===== config.mk =====
export PLATFORM = sky130hd
export DESIGN_NAME = mlpq_mem
export DESIGN_NICKNAME = d
export VERILOG_FILES = /design/src/sv/mlpq_pkg.sv /design/src/sv/mlpq_mem.sv
export SDC_FILE = /design/constraint.sdc
export NUM_CORES = 2
export LEC_CHECK = 0
export BUFFER_PORTS_ARGS = -buffer_cell sky130_fd_sc_hd__buf_2
export CAP_MARGIN = 20
export CELL_PAD_IN_SITES_DETAIL_PLACEMENT = 1
export CELL_PAD_IN_SITES_GLOBAL_PLACEMENT = 1
export CORE_MARGIN = 1
export CORE_UTILIZATION = 52
export CTS_CLUSTER_DIAMETER = 40
export CTS_CLUSTER_SIZE = 14
export DETAILED_ROUTE_END_ITERATION = 7
export PLACE_DENSITY = 0.85
export REMOVE_ABC_BUFFERS = 1
export SLEW_MARGIN = 15
export SYNTH_ARGS = -nofsm -noshare
export SYNTH_HDL_FRONTEND = slang
export SYNTH_SLANG_ARGS = --single-unit

===== constraint.sdc =====
create_clock -name i_clk -period 3.7 [get_ports i_clk]
set_clock_uncertainty 0.15 [all_clocks]
set_input_delay 0.185 -clock i_clk [delete_from_list [all_inputs] [get_ports i_clk]]
set_output_delay 0.185 -clock i_clk [all_outputs]
set_load 0.01 [all_outputs]

===== src/sv/mlpq_pkg.sv =====
// Shared constants and types for the multilevel priority queue.
package mlpq_pkg;

    // Queue geometry
    localparam int MAX_LEVELS  = 8;
    localparam int LEVEL_DEPTH = 16;
    localparam int PAYLOAD_W   = 32;
    localparam int PRIO_W      = 4;

    localparam int LVL_W  = (MAX_LEVELS > 1) ? $clog2(MAX_LEVELS) : 1;
    localparam int PTR_W  = $clog2(LEVEL_DEPTH);
    localparam int CNT_W  = $clog2(LEVEL_DEPTH + 1);
    localparam int ADDR_W = LVL_W + PTR_W;

    // Operation codes
    localparam logic OP_ENQ = 1'b0;
    localparam logic OP_DEQ = 1'b1;

    // Level count after reset
    localparam logic [PRIO_W-1:0] LEVELS_RESET = PRIO_W'(MAX_LEVELS);

    // Storage access issued by the control stage
    typedef struct packed {
        logic              we;
        logic [ADDR_W-1:0] waddr;
        logic [PAYLOAD_W-1:0] wdata;
        logic [ADDR_W-1:0] raddr;
    } t_mem_req;

    // Registered result of one item
    typedef struct packed {
        logic              accepted;
        logic              all_empty;
        logic [PRIO_W-1:0] level;
        logic              bypass;
        logic [PAYLOAD_W-1:0] pay;
    } t_result;

endpackage


===== src/sv/mlpq_mem.sv =====
// Payload storage: one write port and one registered read port.
module mlpq_mem
    import mlpq_pkg::*;
(
    input  logic                 i_clk,
    input  t_mem_req             i_req,
    output logic [PAYLOAD_W-1:0] o_rd_data
);

    logic [PAYLOAD_W-1:0] r_store [MAX_LEVELS*LEVEL_DEPTH];
    logic [PAYLOAD_W-1:0] r_rd_data;

    // Write at the tail, read the new front head (old data on collision)
    always_ff @(posedge i_clk) begin
        if (i_req.we) begin
            r_store[i_req.waddr] <= i_req.wdata;
        end
        r_rd_data <= r_store[i_req.raddr];
    end

    assign o_rd_data = r_rd_data;

endmodule


==> impl_results.md <==
* Via count at 89,100
* Fillers at 23,300
* Post-route ant nets at 0
* Top post-synthesis cells by area: edfxtp_1 79%, mux4_2 19%, clkbuf_1 0.44%
* Vias per Instance at 8.09
* IO Count at 80
* Worst-margin pin slew at 1330 ps
* Minimum clock period at 3610 ps
* Clock buffer count from CTS at 433
* Full die area at 0.303 sq mm
* Register area share after synthesis at 79.1%
* Worst-path clk slew at 90 ps
* Grt peak-use layer: met2
* Pin count of the biggest net entering global routing at 113
* Post-Layout Cell Count at 11,000
* Core area at 0.298 sq mm
* Final max-slew violation count at 0
* Die Span Y at 550 um
* CTS Buffer Depth at 4
* Final Setup Violations at 0
* WL/cell at 55.7 um
* Mapped Cells at 5,990
* Critical Path Sink Type: register
* GRT Resource Usage Total at 38.7%
* Total wire length at 613 mm
* Hold_ws at -25.5 ps
* Fmax at 277 MHz
* Top Family by Delay on Critical Path: multiplexers
* Cell Pwr Density at 582 mW/mm^2
* Total power at 105 mW
* Worst EP arrival at 4310 ps
* GRT met1 Usage at 49.9%
* Top cells by count, synth: 4,096 x edfxtp_1, 1,344 x mux4_2, 182 x clkbuf_1
* GP Congestion at 0.833
* Total area of sequential cells at 0.124 sq mm
* Global-route wire length before repair at 779 mm
* H-Tree Depth at 5
* Syn-to-layout area delta at 15.9%
* Final period util at 97.6%
* Bufs and invs on worst path at 1
* Most numerous cell on the critical path: mux4_2
* Worst hold stages at 2
* # nets final at 6,687
* Worst VDD drop at 0.486 mV
* Post-synth top area cell: edfxtp_1
* Max_cap viols at 0
* Clock net sink count at 4,128
* Fraction of registers with async set/reset at 0%
* Headroom to the max-slew limit at 11.2%
* Synthesized area per cell at 26.1 sq um
* Post-layout util at 60.8%
* Leakage at 55.9 nW
* Worst R2R Setup Slack at 90 ps
* Worst setup SP type: register
* Clk_lat worst skew at 1020 ps
* Vias in the first global route at 82,300
* Rows at 200
* DRC at 0
* Failing checks: negative hold slack
* CP max stage cell: mux4_2
* Crit Path Max Fanout at 2
* Worst hold path class: in2reg
* Post-synth top area share at 78.7%
* Area of the multi-input gates at 0.0323 sq mm
* GR Util met2 at 60.2%
* Effective utilization at floorplan at 52.5%
* Number of flops mapped to enable cells by yosys at 4,096
* RSZ-0062 raised after global routing: no
* Yosys reg bits at 4,128
* Yosys warning total at 0
* Root Buffer: clkbuf_16
* Share of cells above drive strength 1 at 38.4%
* Outcome: complete, but fails checks
* # port buffers at 79
* Die Width at 550 um
* DRT iter0 DRCs at 21,100
* Critical setup path kind: reg2reg
* Post-DP HPWL at 258 mm
* Antenna violations before repair at 100
* Overflow after GRT at 0
* Worst Path Required at 4400 ps
* CTS tree: yes
* Most frequent cell after synthesis: edfxtp_1
* Hold Path End: r_store[14][8]$_DFFE_PP_
* Setup tns final at 0 ps
* Routing usage on met3 at 12.0%
* Yosys cell types at 17
* Final hold vios at 6
* Worst Reg-to-Reg Cells at 5
* Worst-path cell chain: mux4_2 -> mux4_2 -> mux4_2 -> mux2_2 -> dlygate4sd3_1
* Top FF cell, synth: edfxtp_1
* Worst path max stage delay at 680 ps
* Reg2Reg Capture Point: o_rd_data[31]$_DFF_P_
* Placed cell count at 10,100
* R2R Path Start: r_store[34][31]$_DFFE_PP_
* Post-synthesis instance area at 0.156 sq mm
* Hold Path Origin: i_req[15]
* DR pass1 iterations at 8
flip-flops by register name, summed over array words and instances (netlist names):
register   count
r_store     4096
o_rd_data     32
metrics by stage:
stage / cell area [sq um] / setup WS (ps) / hold slack [ps]
2_1_floorplan: 155000 / 159 / 134
4_1_cts: 181000 / 336 / 7.74
3_5_place_dp: 166000 / 53.8 / 450
6_report: 181000 / 88.8 / -25.5
3_3_place_gp: 166000 / 86.9 / 447
5_1_grt: 181000 / 208 / 6.71
cell families after synthesis:
| group | count (synthesis) | share of synthesized area (%) |
|---|---|---|
| buf+inv | 316 | 0.839 |
| mux | 1376 | 19.6 |
| simple gates | 170 | 0.446 |
| flops | 4128 | 79.1 |
timing repair:
action | 4_1_cts | 5_1_grt
hold buffers | 42 | 0
buffers inserted | 0 | 0
hold endpoints to repair | 2793 | 0
resized for setup | 0 | 0
placed cells by master, fill, tap and decap left out, types with 39 or more instances in the layout:
cell	count
clkinv_2	56
clkbuf_16	444
edfxtp_1	4096
clkbuf_1	56
buf_4	270
dlygate4sd3_1	42
mux4_2	1344
buf_2	41
buf_12	151
clkinv_4	39
nor2_4	119
inv_6	52
diode_2	87
worst max-delay path by stage:
stage / from / endpoint / slack, ps / cells past startpoint
2_1_floorplan: i_req[42] / r_store[102][0]$_DFFE_PP_ / 160 / 3
3_3_place_gp: i_req[0] / o_rd_data[8]$_DFF_P_ / 90 / 8
3_5_place_dp: i_req[0] / o_rd_data[8]$_DFF_P_ / 50 / 8
4_1_cts: r_store[119][31]$_DFFE_PP_ / o_rd_data[31]$_DFF_P_ / 340 / 5
5_1_grt: r_store[34][31]$_DFFE_PP_ / o_rd_data[31]$_DFF_P_ / 210 / 5
6_report: r_store[34][31]$_DFFE_PP_ / o_rd_data[31]$_DFF_P_ / 90 / 5
per-layer routing:
metal,part of all wire (%),up-vias
li1,-,27800
met1,29,45300
met2,45,13200
met3,17,2709
met4,7.9,60
met5,0.089,-
power breakdown:
part | switching [mW] | total [mW] | internal (mW)
Clock | 22.9 | 47.5 | 24.6
Sequential | 0.282 | 51.9 | 51.6
Combinational | 3.96 | 6.06 | 2.11
Total | 27.1 | 105 | 78.3
cell type report:
type / count / area share, %
Clock buffer: 506 / 6.29
Sequential cell: 4128 / 68.3
Clock inverter: 268 / 1.46
Antenna cell: 87 / 0.120
Tap cell: 3939 / 2.72
Timing Repair Buffer: 530 / 3.33
Multi-Input combinational cell: 1546 / 17.8
(Power assumes the default switching activity.)
