[src/sv/mlpq_pkg.sv]
// Shared constants and types for the multilevel priority queue.
package mlpq_pkg;

    // Queue geometry
    localparam int MAX_LEVELS  = 8;
    localparam int LEVEL_DEPTH = 16;
    localparam int PAYLOAD_W   = 32;
    localparam int PRIO_W      = 4;

    localparam int LVL_W  = (MAX_LEVELS > 1) ? $clog2(MAX_LEVELS) : 1;
    localparam int PTR_W  = $clog2(LEVEL_DEPTH);
    localparam int CNT_W  = $clog2(LEVEL_DEPTH + 1);
    localparam int ADDR_W = LVL_W + PTR_W;

    // Operation codes
    localparam logic OP_ENQ = 1'b0;
    localparam logic OP_DEQ = 1'b1;

    // Level count after reset
    localparam logic [PRIO_W-1:0] LEVELS_RESET = PRIO_W'(MAX_LEVELS);

    // Storage access issued by the control stage
    typedef struct packed {
        logic              we;
        logic [ADDR_W-1:0] waddr;
        logic [PAYLOAD_W-1:0] wdata;
        logic [ADDR_W-1:0] raddr;
    } t_mem_req;

    // Registered result of one item
    typedef struct packed {
        logic              accepted;
        logic              all_empty;
        logic [PRIO_W-1:0] level;
        logic              bypass;
        logic [PAYLOAD_W-1:0] pay;
    } t_result;

endpackage

[src/sv/mlpq_ctrl.sv]
// Input register, per-level pointers and counts, front selection and result register.
module mlpq_ctrl
    import mlpq_pkg::*;
(
    input  logic                 i_clk,
    input  logic                 i_rst_n,
    input  logic                 i_cfg_we,
    input  logic [PRIO_W-1:0]    i_cfg_data,
    input  logic                 i_accept,
    input  logic                 i_op,
    input  logic [PRIO_W-1:0]    i_priority_req,
    input  logic [PAYLOAD_W-1:0] i_payload,
    output t_mem_req             o_mem_req,
    output logic                 o_res_vld,
    output t_result              o_res
);

    // Configuration and input register
    logic [PRIO_W-1:0]    r_lvls;
    logic                 r_in_vld;
    logic                 r_op;
    logic [PRIO_W-1:0]    r_prio;
    logic [PAYLOAD_W-1:0] r_pay;

    // Per-level FIFO state
    logic [PTR_W-1:0] r_head  [MAX_LEVELS];
    logic [PTR_W-1:0] r_tail  [MAX_LEVELS];
    logic [CNT_W-1:0] r_count [MAX_LEVELS];
    logic [PTR_W-1:0] n_head  [MAX_LEVELS];
    logic [PTR_W-1:0] n_tail  [MAX_LEVELS];
    logic [CNT_W-1:0] n_count [MAX_LEVELS];

    // Result register
    logic    r_res_vld;
    t_result r_res;
    t_result n_res;

    logic [PRIO_W-1:0]     n_lvls;
    logic [MAX_LEVELS-1:0] en_mask;
    logic [MAX_LEVELS-1:0] cur_ne;
    logic [MAX_LEVELS-1:0] nxt_ne;
    logic                  cur_found;
    logic [LVL_W-1:0]      cur_idx;
    logic                  nxt_found;
    logic [LVL_W-1:0]      nxt_idx;
    logic                  enq_ok;
    logic [LVL_W-1:0]      enq_lvl;
    logic                  do_enq;
    logic                  do_deq;
    logic [ADDR_W-1:0]     waddr;
    logic [ADDR_W-1:0]     raddr;

    function automatic logic [PTR_W-1:0] advance(input logic [PTR_W-1:0] p);
        return (p == PTR_W'(LEVEL_DEPTH - 1)) ? '0 : p + PTR_W'(1);
    endfunction

    // Lowest set bit: highest-priority non-empty level
    function automatic logic [LVL_W:0] first_set(input logic [MAX_LEVELS-1:0] v);
        logic [LVL_W:0] res;
        res = '0;
        for (int i = MAX_LEVELS - 1; i >= 0; i--) begin
            if (v[i]) begin
                res = {1'b1, LVL_W'(i)};
            end
        end
        return res;
    endfunction

    // Clamp the enabled level count to 1..MAX_LEVELS
    always_comb begin
        if (r_lvls == '0) begin
            n_lvls = PRIO_W'(1);
        end else if (r_lvls > PRIO_W'(MAX_LEVELS)) begin
            n_lvls = PRIO_W'(MAX_LEVELS);
        end else begin
            n_lvls = r_lvls;
        end
        for (int i = 0; i < MAX_LEVELS; i++) begin
            en_mask[i] = (PRIO_W'(i) < n_lvls);
            cur_ne[i]  = (r_count[i] != '0) && en_mask[i];
        end
        {cur_found, cur_idx} = first_set(cur_ne);
    end

    // Operation decode
    always_comb begin
        enq_ok  = (r_prio != '0) && (r_prio <= n_lvls);
        enq_lvl = LVL_W'(r_prio - PRIO_W'(1));
        do_enq  = r_in_vld && (r_op == OP_ENQ) && enq_ok
                  && (r_count[enq_lvl] != CNT_W'(LEVEL_DEPTH));
        do_deq  = r_in_vld && (r_op == OP_DEQ) && cur_found;
    end

    // Pointer and count update
    always_comb begin
        for (int i = 0; i < MAX_LEVELS; i++) begin
            n_head[i]  = r_head[i];
            n_tail[i]  = r_tail[i];
            n_count[i] = r_count[i];
        end
        if (do_enq) begin
            n_tail[enq_lvl]  = advance(r_tail[enq_lvl]);
            n_count[enq_lvl] = r_count[enq_lvl] + CNT_W'(1);
        end
        if (do_deq) begin
            n_head[cur_idx]  = advance(r_head[cur_idx]);
            n_count[cur_idx] = r_count[cur_idx] - CNT_W'(1);
        end
        for (int i = 0; i < MAX_LEVELS; i++) begin
            nxt_ne[i] = (n_count[i] != '0) && en_mask[i];
        end
        {nxt_found, nxt_idx} = first_set(nxt_ne);
    end

    // Storage request and next result
    always_comb begin
        waddr = {enq_lvl, r_tail[enq_lvl]};
        raddr = {nxt_idx, n_head[nxt_idx]};

        o_mem_req.we    = do_enq;
        o_mem_req.waddr = waddr;
        o_mem_req.wdata = r_pay;
        o_mem_req.raddr = raddr;

        n_res.accepted  = do_enq || do_deq;
        n_res.all_empty = !nxt_found;
        n_res.level     = nxt_found ? PRIO_W'(nxt_idx) + PRIO_W'(1) : '0;
        n_res.bypass    = do_enq && (waddr == raddr);
        n_res.pay       = r_pay;
    end

    // Control state
    always_ff @(posedge i_clk) begin
        if (!i_rst_n) begin
            r_lvls    <= LEVELS_RESET;
            r_in_vld  <= 1'b0;
            r_res_vld <= 1'b0;
            for (int i = 0; i < MAX_LEVELS; i++) begin
                r_head[i]  <= '0;
                r_tail[i]  <= '0;
                r_count[i] <= '0;
            end
        end else begin
            if (i_cfg_we) begin
                r_lvls <= i_cfg_data;
            end
            r_in_vld  <= i_accept;
            r_res_vld <= r_in_vld;
            for (int i = 0; i < MAX_LEVELS; i++) begin
                r_head[i]  <= n_head[i];
                r_tail[i]  <= n_tail[i];
                r_count[i] <= n_count[i];
            end
        end
    end

    // Payload registers
    always_ff @(posedge i_clk) begin
        if (i_accept) begin
            r_op   <= i_op;
            r_prio <= i_priority_req;
            r_pay  <= i_payload;
        end
        r_res <= n_res;
    end

    assign o_res_vld = r_res_vld;
    assign o_res     = r_res;

endmodule

[config.mk]
export PLATFORM = sky130hd
export DESIGN_NAME = mlpq_ctrl
export DESIGN_NICKNAME = d
export VERILOG_FILES = /design/src/sv/mlpq_pkg.sv /design/src/sv/mlpq_ctrl.sv
export SDC_FILE = /design/constraint.sdc
export NUM_CORES = 1
export LEC_CHECK = 0
export BUFFER_PORTS_ARGS = -buffer_cell sky130_fd_sc_hd__buf_2
export CORE_MARGIN = 2
export CORE_UTILIZATION = 50
export CTS_CLUSTER_DIAMETER = 150
export DETAILED_ROUTE_END_ITERATION = 8
export PLACE_DENSITY = 0.71
export SYNTH_ARGS = -nofsm -noshare
export SYNTH_HDL_FRONTEND = slang
export SYNTH_SLANG_ARGS = --single-unit
[constraint.sdc]
create_clock -name i_clk -period 13.1 [get_ports i_clk]
set_clock_uncertainty 0.2 [all_clocks]
set_input_delay 1.965 -clock i_clk [delete_from_list [all_inputs] [get_ports i_clk]]
set_output_delay 1.965 -clock i_clk [all_outputs]
set_load 0.02 [all_outputs]
==> metrics.md <==
| Metric | Value |
|---|---|
| Status | `complete, no violations` |
| Crit path largest cell delay | `1.08 ns` |
| CP endpoint kind | `output pin` |
| First DRT Iteration DRCs | `933` |
| Clock sinks | `186` |
| Seq/Total Area, Yosys | `41.1%` |
| Via count | `8935` |
| Drt pass-1 iters | `6` |
| Cell-internal power | `996 uW` |
| Most used DFF post-synth | `dfxtp_1` |
| Switching pwr | `516 uW` |
| Chip height | `145 um` |
| Mapped cell area | `9970 um^2` |
| Worst Path Class, Setup | `reg -> out` |
| Crit path max fanout | `32` |
| Worst-path clk slew | `0.08 ns` |
| Port bufs | `131` |
| Nets | `1220` |
| First-pass GRT wire length | `49.6 mm` |
| CTS Buffer Depth | `2` |
| Buf/Inv on CP | `4` |
| Fmax | `92.7 MHz` |
| Cell breakdown of the critical path | `inv_2 -> ha_1 -> xnor2_2 -> inv_2 -> mux4_2 -> mux2i_1 -> inv_1 -> ha_1 -> nor3b_1 -> xor2_1 -> nor3_1 -> a21oi_1 -> a21boi_0 -> a21oi_1 -> nor3_2 -> nor4_1 -> or4b_1 -> a22oi_2 -> nor2_1 -> o21ai_0 -> buf_2` |
| Delay-heaviest family, CP | `XOR/XNOR gates` |
| Post-route ant nets | `0` |
| Mapped Nets | `1144` |
| Row Count | `51` |
| Post-route design area | `11200 um^2` |
| Yosys top cell by area | `dfxtp_1` |
| Endpoints failing hold | `0` |
| Worst Reg-to-Reg Cells | `20` |
| Synth warn | `0` |
| Core area | `19500 um^2` |
| Clk pwr share | `35.5%` |
| Hold Crit Start | `r_pay[28]$_DFFE_PP_` |
| Critical Path AT | `8.62 ns` |
| Sw frac | `34.1%` |
| CTS root buf | `clkbuf_16` |
| Total track usage | `30.5%` |
| Cells after Synth | `1088` |
| Hold Slack | `0.164 ns` |
| Vias/cell | `6.20` |
| Area Growth Syn to Fin | `12.8%` |
| Critical R2R Launch | `r_prio[0]$_DFFE_PP_` |
| Final period util | `82.3%` |
| Number of synthesized flops with an enable pin | `37` |
| Synth Register Bits | `186` |
| Setup Viol. Count Final | `0` |
| H-tree levels | `4` |
| Critical R2R Capture | `o_res[32]$_DFF_P_` |
| Cts repair resizes | `0` |
| HP Class | `reg -> reg` |
| Seq pwr share | `41.3%` |
| # Post-CTS Setup Buffers | `0` |
| Power Density | `135 nW/um^2` |
| Num CTS Buffers | `17` |
| Max-slew headroom | `21.1%` |
| N_diodes | `0` |
| Routability congestion estimate | `1.02` |
| Peak VDD IR | `0.0873 mV` |
| Max cap viols | `0` |
| Worst Path Required | `10.93 ns` |
| Cell Area, Placed | `10600 um^2` |
| Number of antenna violations at the first check in global routing | `1` |
| Die area | `21100 um^2` |
| Ys async rst share | `0%` |
| Leak | `4.56 nW` |
| Synth unique cells | `98` |
| Dpl hpwl | `23.6 mm` |
| Vias in the first global route | `8278` |
| Wirelength per Cell | `22.7 um` |
| Mapped Avg Cell Area | `9.16 um^2` |
| Setup_tns | `0 ns` |
| RSZ-0062 raised after global routing | `false` |
| Setup slack, reg-to-reg | `4.07 ns` |
| Tmin final | `10.78 ns` |
| Gate power share | `23.2%` |
| Critical-path top delay cell | `edfxtp_1` |
| Worst Tran Pin Value | `1.18 ns` |
| I/O pins | `132` |
| Commonest non-fill, non-tap cell in the layout | `nand2_1` |
| Grt ovf | `0` |
| CP Launch Type | `flip-flop` |
| Origin of the worst setup path | `r_prio[0]$_DFFE_PP_` |
| Final slew viol count | `0` |
| Hold Crit Depth | `0` |
| Yosys top cell area share | `29.9%` |
| Endpoint, Worst Hold | `o_res[28]$_DFF_P_` |
| Starting density of the core | `51.0%` |
| Largest net degree at the start of global routing | `111` |
| Share of layout cells above drive strength 1 | `20.2%` |
| Worst-skew pair later-pin latency | `0.45 ns` |
| # hold bufs at CTS | `0` |
| Commonest non-fill, non-tap cells in the layout | `nand2_1, dfxtp_1, buf_2` |
| CTS tree | `yes` |
| # DRC | `0` |
| Detailed Route WL | `32.7 mm` |
| Top cells by area, synth | `dfxtp_1, edfxtp_1, mux2i_1, nand2_1, nor2b_1` |
| Die X | `145 um` |
through the flow:
step | std cells | worst slack, ns | total power [mW] | utilization, %
2_1_floorplan | 1088 | 5.50 | 0.874 | -
3_3_place_gp | 1410 | 3.27 | 0.979 | 54.4
3_5_place_dp | 1410 | 3.04 | 0.980 | 54.4
4_1_cts | 1442 | 2.53 | 1.52 | 57.6
5_1_grt | 1442 | 1.85 | 1.57 | 57.6
6_report | 1442 | 2.32 | 1.51 | 57.6
how the worst max path moves through the flow:
stage | to | slack (ns) | cells past startpoint
after floorplan | o_mem_req[1] | 5.50 | 22
after global placement | o_mem_req[1] | 3.27 | 23
after detailed placement | o_mem_req[1] | 3.04 | 23
after CTS | o_mem_req[1] | 2.53 | 23
after global routing | o_mem_req[1] | 1.85 | 23
final | o_mem_req[1] | 2.32 | 21
power by group through the flow:
stage | sequential [mW] | clock, mW | combinational [mW]
after global routing | 0.627 | 0.568 | 0.370
after detailed placement | 0.638 | 0 | 0.343
after floorplan | 0.646 | 0 | 0.228
final | 0.625 | 0.536 | 0.351
after global placement | 0.637 | 0 | 0.343
after CTS | 0.624 | 0.546 | 0.345
logic make-up (layout without fill, tap and decap cells):
logic type,count (synthesis),in the layout,share of synthesized area (%)
and+or+nand+nor,447,447,22.8
adders and majority gates,11,11,1.38
buffers and inverters,117,206,6.00
DFF,186,186,41.1
xor gates and xnor gates,13,13,1.48
AOI/OAI and AO/OA,216,216,16.3
muxes,98,98,10.9
flip-flops by register name, indices dropped and copies added (netlist names):
register	cells
r_count	40
r_op	1
r_pay	32
r_tail	32
r_prio	4
r_lvls	4
o_res_vld	1
r_in_vld	1
r_head	32
o_res	39
per-layer routing:
layer / track usage (%) / up-vias / share of wire (%)
met5: 0 / - / 0
li1: - / 4057 / -
met1: 41.4 / 4231 / 41
met4: 14.7 / 0 / 4.9
met3: 5.75 / 110 / 9.9
met2: 47.1 / 537 / 44
Yosys cell counts (8+ instances only):
master and instances:
inv_1 20, nor4_1 9, o21ai_0 20, clkbuf_1 37, a21oi_1 40, dfxtp_1 149, o211ai_1 19, a21boi_0 9
nor2b_1 57, nand3_1 38, ha_1 11, and3_1 31, o211a_1 18, o21a_1 15, edfxtp_1 37, nor3_1 21
mux2i_1 84, nand2_1 151, o21ai_1 10, nor2_1 77, buf_4 33, and2_1 8, buf_2 16, or3_1 8
mux4_2 8
layout make-up:
| cell class | count | area (um^2) |
|---|---|---|
| multi-input combinational | 785 | 5300 |
| fill | 1787 | 8290 |
| clock inverter | 15 | 200 |
| inverter | 24 | 90.1 |
| tap | 265 | 332 |
| sequential | 186 | 4090 |
| timing repair buffer | 150 | 798 |
| clock buffer | 17 | 425 |
Power figures use the tool's default switching activity.
